File: config.mk
export PLATFORM = sky130hd
export DESIGN_NAME = lru_page_replacement
export DESIGN_NICKNAME = d
export VERILOG_FILES = /design/src/sv/lru_pkg.sv /design/src/sv/lru_page_replacement.sv /design/src/sv/lru_frame_table.sv
export SDC_FILE = /design/constraint.sdc
export NUM_CORES = 1
export LEC_CHECK = 0
export BUFFER_PORTS_ARGS = -buffer_cell sky130_fd_sc_hd__buf_2
export CAP_MARGIN = 0
export CORE_AREA = 2 2 227 229
export DETAILED_ROUTE_END_ITERATION = 8
export DIE_AREA = 0 0 229 231
export PLACE_DENSITY = 0.88
export SETUP_SLACK_MARGIN = 0.02
export SYNTH_ARGS = -nofsm -noshare
export SYNTH_HDL_FRONTEND = slang
export SYNTH_SLANG_ARGS = --single-unit
export TNS_END_PERCENT = 1
File: constraint.sdc
create_clock -name clk -period 6.6 [get_ports clk]
set_input_delay 0.66 -clock clk [delete_from_list [all_inputs] [get_ports clk]]
set_output_delay 0.66 -clock clk [all_outputs]
set_load 0.03 [all_outputs]
File: src/sv/lru_pkg.sv
// Shared constants and types for the LRU page replacement block.
`default_nettype none
package lru_pkg;

    localparam int FRAMES = 16;
    localparam int SLOT_W = $clog2(FRAMES);
    localparam int BOUND_W = SLOT_W + 1;
    localparam int PAGE_W = 16;
    localparam int CNT_W = 32;
    localparam int CFG_W = 5;
    localparam int APB_DW = 32;
    localparam int APB_AW = 2;

    // Byte address of the frames_in_use register.
    localparam logic [APB_AW-1:0] ADDR_FRAMES_IN_USE = '0;

    localparam logic [CFG_W-1:0] FRAMES_IN_USE_RESET = CFG_W'(FRAMES);
    localparam logic [CNT_W-1:0] CNT_MAX = {CNT_W{1'b1}};
    // Bound that lets every valid frame age by one (used when filling).
    localparam logic [BOUND_W-1:0] BOUND_ALL = BOUND_W'(FRAMES);

    // Update command from the sequencer to the frame table.
    typedef struct packed {
        logic                en;
        logic [SLOT_W-1:0]   slot;
        logic [BOUND_W-1:0]  bound;
        logic                set_valid;
        logic                write_page;
        logic [PAGE_W-1:0]   page;
    } upd_t;

    // Contents of one frame as seen by the scan.
    typedef struct packed {
        logic                valid;
        logic [PAGE_W-1:0]   page;
        logic [SLOT_W-1:0]   rank;
    } frame_t;

endpackage
`default_nettype wire

File: src/sv/lru_page_replacement.sv
// Top level of the LRU page replacement block: sequencer, counters and ports.
`default_nettype none
// Each input transfer carries one page reference. The block scans the active
// frames (the first frames_in_use frames, where 0 counts as 1 and anything
// above 16 as 16) one frame per cycle through a single compare unit, looking
// at the same time for the first matching frame, the first empty frame and the
// least recently used frame. An update state then applies the decision: a hit
// makes its frame most recent, a miss fills the lowest empty frame or else
// replaces the least recently used one (ties go to the lowest index), and all
// other frames age accordingly. in_stall is high from acceptance until the
// decision has been applied, and a finished result sits in an output register
// so that the next reference can be accepted while the result still waits to
// be taken. If that register is still full when the next decision is ready,
// the block holds in the update state. Hit and miss totals saturate at all
// ones. Frames are not cleared when frames_in_use changes; frames outside the
// active range keep their contents but take no part in lookup or replacement.
// The register at byte address 0 holds frames_in_use and may only be written
// while idle; writes to any other address are ignored.
module lru_page_replacement (
    input  wire                          clk,
    input  wire                          rst_n,
    // APB-style configuration port
    input  wire                          psel,
    input  wire                          penable,
    input  wire                          pwrite,
    input  wire [lru_pkg::APB_AW-1:0]    paddr,
    input  wire [lru_pkg::APB_DW-1:0]    pwdata,
    output logic [lru_pkg::APB_DW-1:0]   prdata,
    output logic                         pready,
    // Input channel
    input  wire                          in_valid,
    output logic                         in_stall,
    input  wire [lru_pkg::PAGE_W-1:0]    page_number,
    // Output channel
    output logic                         out_valid,
    input  wire                          out_stall,
    output logic                         hit,
    output logic [lru_pkg::SLOT_W-1:0]   frame_slot,
    output logic                         evicted_valid,
    output logic [lru_pkg::PAGE_W-1:0]   evicted_page,
    output logic [lru_pkg::CNT_W-1:0]    hit_total,
    output logic [lru_pkg::CNT_W-1:0]    miss_total
);

    typedef enum logic [1:0] {
        ST_IDLE,
        ST_SCAN,
        ST_UPDATE
    } state_t;

    state_t                       state_reg, state_next;
    logic [lru_pkg::CFG_W-1:0]    frames_reg, frames_next;
    logic [lru_pkg::SLOT_W-1:0]   idx_reg, idx_next;
    logic [lru_pkg::PAGE_W-1:0]   page_reg, page_next;
    logic                         found_reg, found_next;
    logic [lru_pkg::SLOT_W-1:0]   found_slot_reg, found_slot_next;
    logic [lru_pkg::SLOT_W-1:0]   found_rank_reg, found_rank_next;
    logic                         empty_reg, empty_next;
    logic [lru_pkg::SLOT_W-1:0]   empty_slot_reg, empty_slot_next;
    logic [lru_pkg::SLOT_W-1:0]   best_slot_reg, best_slot_next;
    logic [lru_pkg::SLOT_W-1:0]   best_rank_reg, best_rank_next;
    logic [lru_pkg::PAGE_W-1:0]   best_page_reg, best_page_next;
    logic [lru_pkg::CNT_W-1:0]    hit_cnt_reg, hit_cnt_next;
    logic [lru_pkg::CNT_W-1:0]    miss_cnt_reg, miss_cnt_next;
    logic                         out_valid_reg, out_valid_next;
    logic                         hit_reg, hit_next;
    logic [lru_pkg::SLOT_W-1:0]   slot_reg, slot_next;
    logic                         ev_valid_reg, ev_valid_next;
    logic [lru_pkg::PAGE_W-1:0]   ev_page_reg, ev_page_next;
    logic [lru_pkg::CNT_W-1:0]    hit_tot_reg, hit_tot_next;
    logic [lru_pkg::CNT_W-1:0]    miss_tot_reg, miss_tot_next;

    lru_pkg::frame_t              rd_frame;
    lru_pkg::upd_t                upd;
    logic [lru_pkg::SLOT_W-1:0]   last_idx;
    logic                         first;
    logic                         found_cur;
    logic                         empty_cur;
    logic                         match;
    logic                         out_free;

    lru_frame_table u_table (
        .clk      (clk),
        .rst_n    (rst_n),
        .rd_idx   (idx_reg),
        .rd_frame (rd_frame),
        .upd      (upd)
    );

    // Configuration port: a single register, always ready.
    assign pready = 1'b1;
    assign prdata = lru_pkg::APB_DW'(frames_reg);

    assign in_stall      = (state_reg != ST_IDLE);
    assign out_valid     = out_valid_reg;
    assign hit           = hit_reg;
    assign frame_slot    = slot_reg;
    assign evicted_valid = ev_valid_reg;
    assign evicted_page  = ev_page_reg;
    assign hit_total     = hit_tot_reg;
    assign miss_total    = miss_tot_reg;

    // The last frame index scanned, after clamping frames_in_use to 1..16.
    always_comb
    begin
        if (frames_reg == '0)
        begin
            last_idx = '0;
        end
        else if (frames_reg > lru_pkg::CFG_W'(lru_pkg::FRAMES))
        begin
            last_idx = lru_pkg::SLOT_W'(lru_pkg::FRAMES - 1);
        end
        else
        begin
            last_idx = lru_pkg::SLOT_W'(frames_reg - 1'b1);
        end
    end

    assign out_free = !out_valid_reg || !out_stall;

    // The scan state starts afresh at frame zero; these are the values of the
    // running flags as they stand before the frame under the read index.
    assign first     = (idx_reg == '0);
    assign found_cur = first ? 1'b0 : found_reg;
    assign empty_cur = first ? 1'b0 : empty_reg;
    assign match     = rd_frame.valid && (rd_frame.page == page_reg);

    always_comb
    begin
        state_next      = state_reg;
        frames_next     = frames_reg;
        idx_next        = idx_reg;
        page_next       = page_reg;
        found_next      = found_reg;
        found_slot_next = found_slot_reg;
        found_rank_next = found_rank_reg;
        empty_next      = empty_reg;
        empty_slot_next = empty_slot_reg;
        best_slot_next  = best_slot_reg;
        best_rank_next  = best_rank_reg;
        best_page_next  = best_page_reg;
        hit_cnt_next    = hit_cnt_reg;
        miss_cnt_next   = miss_cnt_reg;
        out_valid_next  = out_valid_reg && out_stall;
        hit_next        = hit_reg;
        slot_next       = slot_reg;
        ev_valid_next   = ev_valid_reg;
        ev_page_next    = ev_page_reg;
        hit_tot_next    = hit_tot_reg;
        miss_tot_next   = miss_tot_reg;
        upd             = '0;

        if (psel && penable && pwrite && (paddr == lru_pkg::ADDR_FRAMES_IN_USE))
        begin
            frames_next = pwdata[lru_pkg::CFG_W-1:0];
        end

        case (state_reg)
            ST_IDLE:
            begin
                if (in_valid)
                begin
                    page_next  = page_number;
                    idx_next   = '0;
                    state_next = ST_SCAN;
                end
            end

            ST_SCAN:
            begin
                // One frame per cycle through the shared compare unit.
                found_next = found_cur;
                empty_next = empty_cur;
                if (!found_cur && match)
                begin
                    found_next      = 1'b1;
                    found_slot_next = idx_reg;
                    found_rank_next = rd_frame.rank;
                end
                if (!empty_cur && !rd_frame.valid)
                begin
                    empty_next      = 1'b1;
                    empty_slot_next = idx_reg;
                end
                if (first || (rd_frame.rank > best_rank_reg))
                begin
                    best_slot_next = idx_reg;
                    best_rank_next = rd_frame.rank;
                    best_page_next = rd_frame.page;
                end
                if (idx_reg == last_idx)
                begin
                    state_next = ST_UPDATE;
                end
                else
                begin
                    idx_next = idx_reg + 1'b1;
                end
            end

            ST_UPDATE:
            begin
                // Wait for the output register before committing anything.
                if (out_free)
                begin
                    upd.en         = 1'b1;
                    upd.page       = page_reg;
                    out_valid_next = 1'b1;
                    hit_next       = found_reg;
                    ev_valid_next  = 1'b0;
                    ev_page_next   = '0;
                    if (found_reg)
                    begin
                        upd.slot  = found_slot_reg;
                        upd.bound = {1'b0, found_rank_reg};
                        if (hit_cnt_reg != lru_pkg::CNT_MAX)
                        begin
                            hit_cnt_next = hit_cnt_reg + 1'b1;
                        end
                    end
                    else
                    begin
                        upd.write_page = 1'b1;
                        if (empty_reg)
                        begin
                            upd.slot      = empty_slot_reg;
                            upd.bound     = lru_pkg::BOUND_ALL;
                            upd.set_valid = 1'b1;
                        end
                        else
                        begin
                            upd.slot      = best_slot_reg;
                            upd.bound     = {1'b0, best_rank_reg};
                            ev_valid_next = 1'b1;
                            ev_page_next  = best_page_reg;
                        end
                        if (miss_cnt_reg != lru_pkg::CNT_MAX)
                        begin
                            miss_cnt_next = miss_cnt_reg + 1'b1;
                        end
                    end
                    slot_next     = upd.slot;
                    hit_tot_next  = hit_cnt_next;
                    miss_tot_next = miss_cnt_next;
                    state_next    = ST_IDLE;
                end
            end

            default:
            begin
                state_next = ST_IDLE;
            end
        endcase
    end

    always_ff @(posedge clk or negedge rst_n)
    begin
        if (!rst_n)
        begin
            state_reg     <= ST_IDLE;
            frames_reg    <= lru_pkg::FRAMES_IN_USE_RESET;
            idx_reg       <= '0;
            found_reg     <= 1'b0;
            empty_reg     <= 1'b0;
            hit_cnt_reg   <= '0;
            miss_cnt_reg  <= '0;
            out_valid_reg <= 1'b0;
        end
        else
        begin
            state_reg     <= state_next;
            frames_reg    <= frames_next;
            idx_reg       <= idx_next;
            found_reg     <= found_next;
            empty_reg     <= empty_next;
            hit_cnt_reg   <= hit_cnt_next;
            miss_cnt_reg  <= miss_cnt_next;
            out_valid_reg <= out_valid_next;
        end
    end

    always_ff @(posedge clk)
    begin
        page_reg       <= page_next;
        found_slot_reg <= found_slot_next;
        found_rank_reg <= found_rank_next;
        empty_slot_reg <= empty_slot_next;
        best_slot_reg  <= best_slot_next;
        best_rank_reg  <= best_rank_next;
        best_page_reg  <= best_page_next;
        hit_reg        <= hit_next;
        slot_reg       <= slot_next;
        ev_valid_reg   <= ev_valid_next;
        ev_page_reg    <= ev_page_next;
        hit_tot_reg    <= hit_tot_next;
        miss_tot_reg   <= miss_tot_next;
    end

endmodule
`default_nettype wire

File: src/sv/lru_frame_table.sv
// Frame table: pages, valid flags and recency ranks with one scan read port.
`default_nettype none
module lru_frame_table (
    input  wire                        clk,
    input  wire                        rst_n,
    input  wire [lru_pkg::SLOT_W-1:0]  rd_idx,
    output lru_pkg::frame_t            rd_frame,
    input  wire lru_pkg::upd_t         upd
);

    logic [lru_pkg::PAGE_W-1:0] page_reg [lru_pkg::FRAMES];
    logic [lru_pkg::SLOT_W-1:0] rank_reg [lru_pkg::FRAMES];
    logic [lru_pkg::FRAMES-1:0] valid_reg;

    always_comb
    begin
        rd_frame.valid = valid_reg[rd_idx];
        rd_frame.page  = page_reg[rd_idx];
        rd_frame.rank  = rank_reg[rd_idx];
    end

    // On an update the chosen frame becomes most recent; every other valid
    // frame younger than the bound ages by one.
    always_ff @(posedge clk or negedge rst_n)
    begin
        if (!rst_n)
        begin
            valid_reg <= '0;
            for (int k = 0; k < lru_pkg::FRAMES; k++)
            begin
                page_reg[k] <= '0;
                rank_reg[k] <= '0;
            end
        end
        else if (upd.en)
        begin
            for (int k = 0; k < lru_pkg::FRAMES; k++)
            begin
                if (upd.slot == lru_pkg::SLOT_W'(k))
                begin
                    rank_reg[k] <= '0;
                    if (upd.set_valid)
                    begin
                        valid_reg[k] <= 1'b1;
                    end
                    if (upd.write_page)
                    begin
                        page_reg[k] <= upd.page;
                    end
                end
                else if (valid_reg[k] && ({1'b0, rank_reg[k]} < upd.bound))
                begin
                    rank_reg[k] <= rank_reg[k] + 1'b1;
                end
            end
        end
    end

endmodule
`default_nettype wire
; ---- Yosys cells after proc, flatten, opt, wreduce, memory -nomap -nowiden
; Cells that the tools add are included.
[op_classes]
addsub = 20
n_lt_le_gt_ge = 20
n_eq_ne = 25
n_mux = 66
bitwise_logic = 1
n_reduce_logical = 109
[ops]
columns = operator, n
row1 = $mux 4, 38
row2 = $mux 32, 4
row3 = $reduce_and 3->1, 34
row4 = $lt 4x5->1, 16
row5 = $add 4x1->4 const B, 17
row6 = $add 32x1->32 const B, 2
row7 = $bmux 16 s4, 1
row8 = $ne 32x32->1 const B, 2
row9 = $mux 28, 2
row10 = $reduce_and 2->1, 21
row11 = $reduce_bool 2->1, 18
row12 = $eq 4x4->1 const B, 8
row13 = $mux 16, 2
row14 = $logic_and 1x1->1, 23
row15 = $mux 9, 2
row16 = $bmux 4 s4, 1
row17 = $eq 16x16->1, 1
row18 = $eq 4x3->1 const B, 4
row19 = $mux 1, 9
row20 = $eq 4x2->1 const B, 2
row21 = $logic_not 4->1, 2
row22 = $mux 2, 4
row23 = $ne 2x2->1 const B, 4
row24 = $pmux 4 s2, 1
row25 = 17 further kinds, 23
[totals]
register_bits = 552
inputBits = 57
output_inout_bits = 121
word_cells = 310

; ---- Longest topological paths before layout
[logic_depth]
ltp_word = 8
mapped_depth = 15

; ---- Cells and area by module
; A second synthesis with hierarchy kept.
[unflattened]
cells_unflattened = 2086
area_unflattened_um2 = 27694.1
[by_module_without_submodules]
columns = mod, instances, cells_per_inst, area_per_inst_um2, seq_area_each_um2
row1 = lru_frame_table, 1, 1264, 17636.9, 8408.1
row2 = lru_page_replacement, 1, 822, 10057.1, 6097.1

; ---- Worst setup path after synthesis
; Ideal clock, no wire load.
[synth_timing]
kind = input-to-reg
start = input out_stall
end = register u_table.rank_reg[63] (netlist name)
arrival_time_ns = 6.714
required_time_ns = 6.310
slack_ns = -0.403
stages = 13
path_buffers = 3
cell_sequence = nand2_1 > nand2_1 > inv_2 > clkbuf_1 > buf_1 > buf_1 > nand2_1 > ha_1 > a21o_1 > a211o_1 > a211oi_1 > xnor2_1 > a31oi_1
[synth_via]
elab_chain_len = 8
[synth_rtl]
columns = element, line
row1 = "start, declared", lru_page_replacement.sv:36  ; input wire out_stall,
row2 = $logic_not 1->1 (*), lru_page_replacement.sv:120  ; assign out_free = !out_valid_reg || !out_stall;
row3 = $logic_or 1x1->1 (*), lru_page_replacement.sv:120
row4 = $mux 28 (*), lru_page_replacement.sv:205  ; if (out_free)
row5 = $mux 28 (*), lru_page_replacement.sv:159  ; case (state_reg)
row6 = $lt 4x5->1, lru_frame_table.sv:51  ; else if (valid_reg[k] && ({1'b0, rank_reg[k]} < upd.bound))
row7 = $logic_and 1x1->1, lru_frame_table.sv:51
row8 = $reduce_bool 2->1 (no line), n/a
row9 = $reduce_and 2->1 (no line), n/a
row10 = "end signal, assigned by index", lru_frame_table.sv:53  ; rank_reg[k] <= rank_reg[k] + 1'b1;
row11 = "end, declared", lru_frame_table.sv:12  ; logic [lru_pkg::SLOT_W-1:0] rank_reg [lru_pkg::FRAMES];
; Every way passes the cells marked *; elsewhere a longest branch is shown, timed or not.
; A chain may end at the register's enable or synchronous reset.

; ---- Worst setup path after layout
[layout_timing]
start = register idx_reg[2] (netlist name)
end = register found_rank_reg[0] (netlist name), enable pin
[layout_via]
elab_chain_len = 8
[layout_rtl]
columns = element, line
row1 = "start, declared", lru_page_replacement.sv:53  ; logic [lru_pkg::SLOT_W-1:0] idx_reg, idx_next;
row2 = "start signal, assigned", lru_page_replacement.sv:274  ; idx_reg <= idx_next;
row3 = $not 4->5 (not written as such), lru_frame_table.sv:18  ; rd_frame.page = page_reg[rd_idx];
row4 = $bmux 16 s4, lru_frame_table.sv:18
row5 = $mux 16 (not written as such) (2 in a row), lru_frame_table.sv:18
row6 = $eq 16x16->1, lru_page_replacement.sv:127  ; assign match = rd_frame.valid && (rd_frame.page == page_reg);
row7 = $logic_and 1x1->1, lru_page_replacement.sv:127
row8 = $logic_and 1x1->1 (*), lru_page_replacement.sv:175  ; if (!found_cur && match)
row9 = $reduce_and 2->1 (no line) (*), n/a
row10 = "end signal, assigned", lru_page_replacement.sv:287  ; found_rank_reg <= found_rank_next;
row11 = "end, declared", lru_page_replacement.sv:57  ; logic [lru_pkg::SLOT_W-1:0] found_rank_reg, found_rank_next;
; Every way passes the cells marked *; elsewhere a longest branch is shown, timed or not. The select of a mux whose other input is x is not followed.

==> run_results.csv <==
group,metric,value,unit
floorplan,die_w,229,um
cts,clkLatencyLatePin,0.64,ns
synthesis,synthCells,2138,
synthesis,synth_top_family_by_area,"multiplexers",
cts,post_cts_resized,0,
timing,fin_setup_tns,0,ns
floorplan,placementRows,83,
cts,cts_setup_buffers,0,
synthesis,ys_seq_elements,552,
timing,maxSlewViolCount,0,
grt,grt_remaining_overflow,0,
synthesis,ys.flop_type,"dfrtp_1",
synthesis,synth-simple-area-share,9.31,%
pwr,leakage,13.5,nW
timing,skew,0.0639,ns
cts,numClockSinks,552,
run,cap_violations,0,
floorplan,num_io_pins,178,
drt,vias,18400,
synthesis,synthAdderAreaFrac,3.39,%
grt,grt_use_total,25.0,%
timing,finalHoldViolCount,0,
floorplan,die_h,231,um
synthesis,syn_area,27500,sq um
synthesis,synth-xor-area-share,4.90,%
place,place.gp.congestion,0.859,
cts,tritoncts,"yes",
cts,htreeDepth,2,
status,outcome,"finished, final reports clean",
timing,max_freq,0.210,GHz
grt,grt_pass1_wl,104000,um
synthesis,synthMuxAreaShare,20.2,%
setup_path,cp_data_arrival_time,5.00,ns
cts,cts_buffer_depth,3,
setup_path,timing.rr.start,"idx_reg[2]",
cts,cts_buffers,55,
drt,firstDrtPassIters,6,
synthesis,synth_most_common_cell,"dfrtp_1",
place,port_buffers,122,
floorplan,initial_core_util,54.3,%
synthesis,avgSynthCellArea,12.9,sq um
place,dp_slack,2.01,ns
cts,cts_hold_buf,0,
synthesis,yosysWarningCount,0,
drt,drt-met1-wl,24800,um
grt,grt_pass1_vias,19000,
timing,rsz0062_at_grt,"no",
grt,antenna_found_initial,0,
synthesis,ys_seq_area_share,52.7,%
layout,area_growth_syn_to_layout,10.6,%
synthesis,ys_async_sr_fraction,75.0,%
setup_path,crit_path_end,"found_rank_reg[0]",
synthesis,synth_compound_area_share,5.95,%
drt,wire_per_inst,22.3,um
drt,routed_wl,65800,um
drt,avgViaCountPerCell,6.23,
synthesis,yosys.area.top_type,"dfrtp_1",
timing,period_needed,4.77,ns
setup_path,startpoint,"idx_reg[2]",
pwr,pwr_density_cell,328,nW/um^2
grt,grt_max_degree,195,
layout,final_net_count,2353,
drt,drc,0,
setup_path,critPathKind,"flip-flop to flip-flop",
pwr,power,9.98,mW
hold_path,hp-class,"primary input to asynchronous set/reset pin",
synthesis,yosysTopAreaCellShare,37.6,%
drt,top_layer_used,"met4",
synthesis,synth-edff-count,138,
setup_path,r2r.worst_path.cells,8,
setup_path,crit_path_end_kind,"flip-flop",
layout,diodes,0,
setup_path,cp_max_fo,53,
timing,setup_violations,0,
setup_path,reg2reg_slack,1.83,ns
floorplan,die-area,52900,sq um
floorplan,core,50700,sq um
drt,first_iter_violations,1890,
timing,fin_ws,1.83,ns
setup_path,startpoint_type,"flip-flop",
layout,layout-drive-gt1-share,28.0,%
setup_path,reg2reg_to,"found_rank_reg[0]",
pwr,peakVddDrop,0.243,mV
synthesis,ys_top_cells_by_area,"dfrtp_1 38%, edfxtp_1 15%, mux2_2 11%, mux4_2 7.0%, ha_1 3.3%",
timing,worst_pin_slew,1.23,ns
place,dp_hpwl,40800,um
synthesis,synth_commonest_cells,"413 x dfrtp_1, 276 x mux2_2, 138 x edfxtp_1",
timing,fin_crit_sh,72.2,%
layout,largest_reg_flops,256,
setup_path,required,6.84,ns
synthesis,synthDistinctLibCells,77,
drt,dr_wl_met2,32500,um
drt,ant_nets,0,
cts,clkTransAtPathRegs,0.06,ns
cts,cts-root-buf,"clkbuf_16",
timing,slew_headroom,17.8,%
drt,route.met3.wl,4940,um
==> worst min-delay path by stage <==
stage	endpoint	cells after the start
floorplan	empty_reg	0
global placement	u_table.page_reg[242]	2
detailed placement	u_table.page_reg[242]	2
CTS	hit_cnt_reg[5]	1
global route	hit_cnt_reg[5]	1
finish	hit_cnt_reg[22]	1
==> power by group <==
part / switching [mW] / leakage, nW / internal [mW] / total [mW]
Clock: 1.36 / 0.874 / 1.79 / 3.15
Combinational: 1.31 / 5.83 / 1.01 / 2.32
Sequential: 0.476 / 6.83 / 4.04 / 4.52
==> final cells by class <==
cell class	count	area, sq um
clock buffers	80	1490
multi-input cells	1412	12200
flip-flops and latches	552	14500
fillers	3677	20300
clock inverters	24	323
repair buffers	152	871
well taps	680	851
inverters	50	193
==> per-stage QoR <==
stage / hold WS [ns] / area [sq um] / std cells / utilization [%]
4_1_cts: 0.0408 / 30400 / 2950 / 60.0
5_1_grt: 0.0702 / 30400 / 2950 / 60.0
2_1_floorplan: 0.364 / 27600 / 2164 / -
3_3_place_gp: 0.461 / 28600 / 2846 / 56.5
3_5_place_dp: 0.477 / 28600 / 2846 / 56.5
6_report: 0.0163 / 30400 / 2950 / 60.0
==> layout by cell type, fill, tap and decap left out, types with 8 or more instances in the layout <==
cell type,n
and3_1,26
edfxtp_1,138
or3_1,18
inv_1,47
o21a_1,27
a21boi_0,8
nor3_1,35
dfrtp_1,409
mux2_2,276
buf_2,121
clkbuf_16,55
o211ai_1,13
nor2_2,10
ha_1,73
a21oi_1,34
a21o_1,22
mux2i_1,46
and2_1,26
nor3b_1,17
a22o_1,10
xor2_1,77
nand2b_1,11
xnor2_1,77
nand3_1,68
buf_4,28
nand4_1,42
nor2_1,101
clkbuf_1,23
mux4_2,85
o21ai_0,53
conb_1,28
nand2_1,120
==> worst max-delay path, cell delays in order (launching register included) <==
cell       delay (ns)
dfrtp_4          0.96
buf_4            0.58
mux4_2           0.32
nand2_1          0.07
a21o_1           0.29
o21ai_0          0.41
o21ai_1          0.15
or4_4            0.60
a2111oi_2        0.95
==> cell families after synthesis <==
| group | Yosys count |
|---|---|
| xor gates and xnor gates | 154 |
| DFF | 552 |
| adders and majority gates | 75 |
| other | 2 |
| muxes | 410 |
| AOI/OAI and AO/OA | 236 |
| and+or+nand+nor | 509 |
| buffers and inverters | 200 |
==> per-layer routing <==
layer	vias to the layer above	global-route usage, %
met3	254	4.64
li1	7938	-
met2	871	42.2
met4	0	13.6
met5	-	0
met1	9329	30.6
Note: power is estimated with default switching activity, not from simulation.
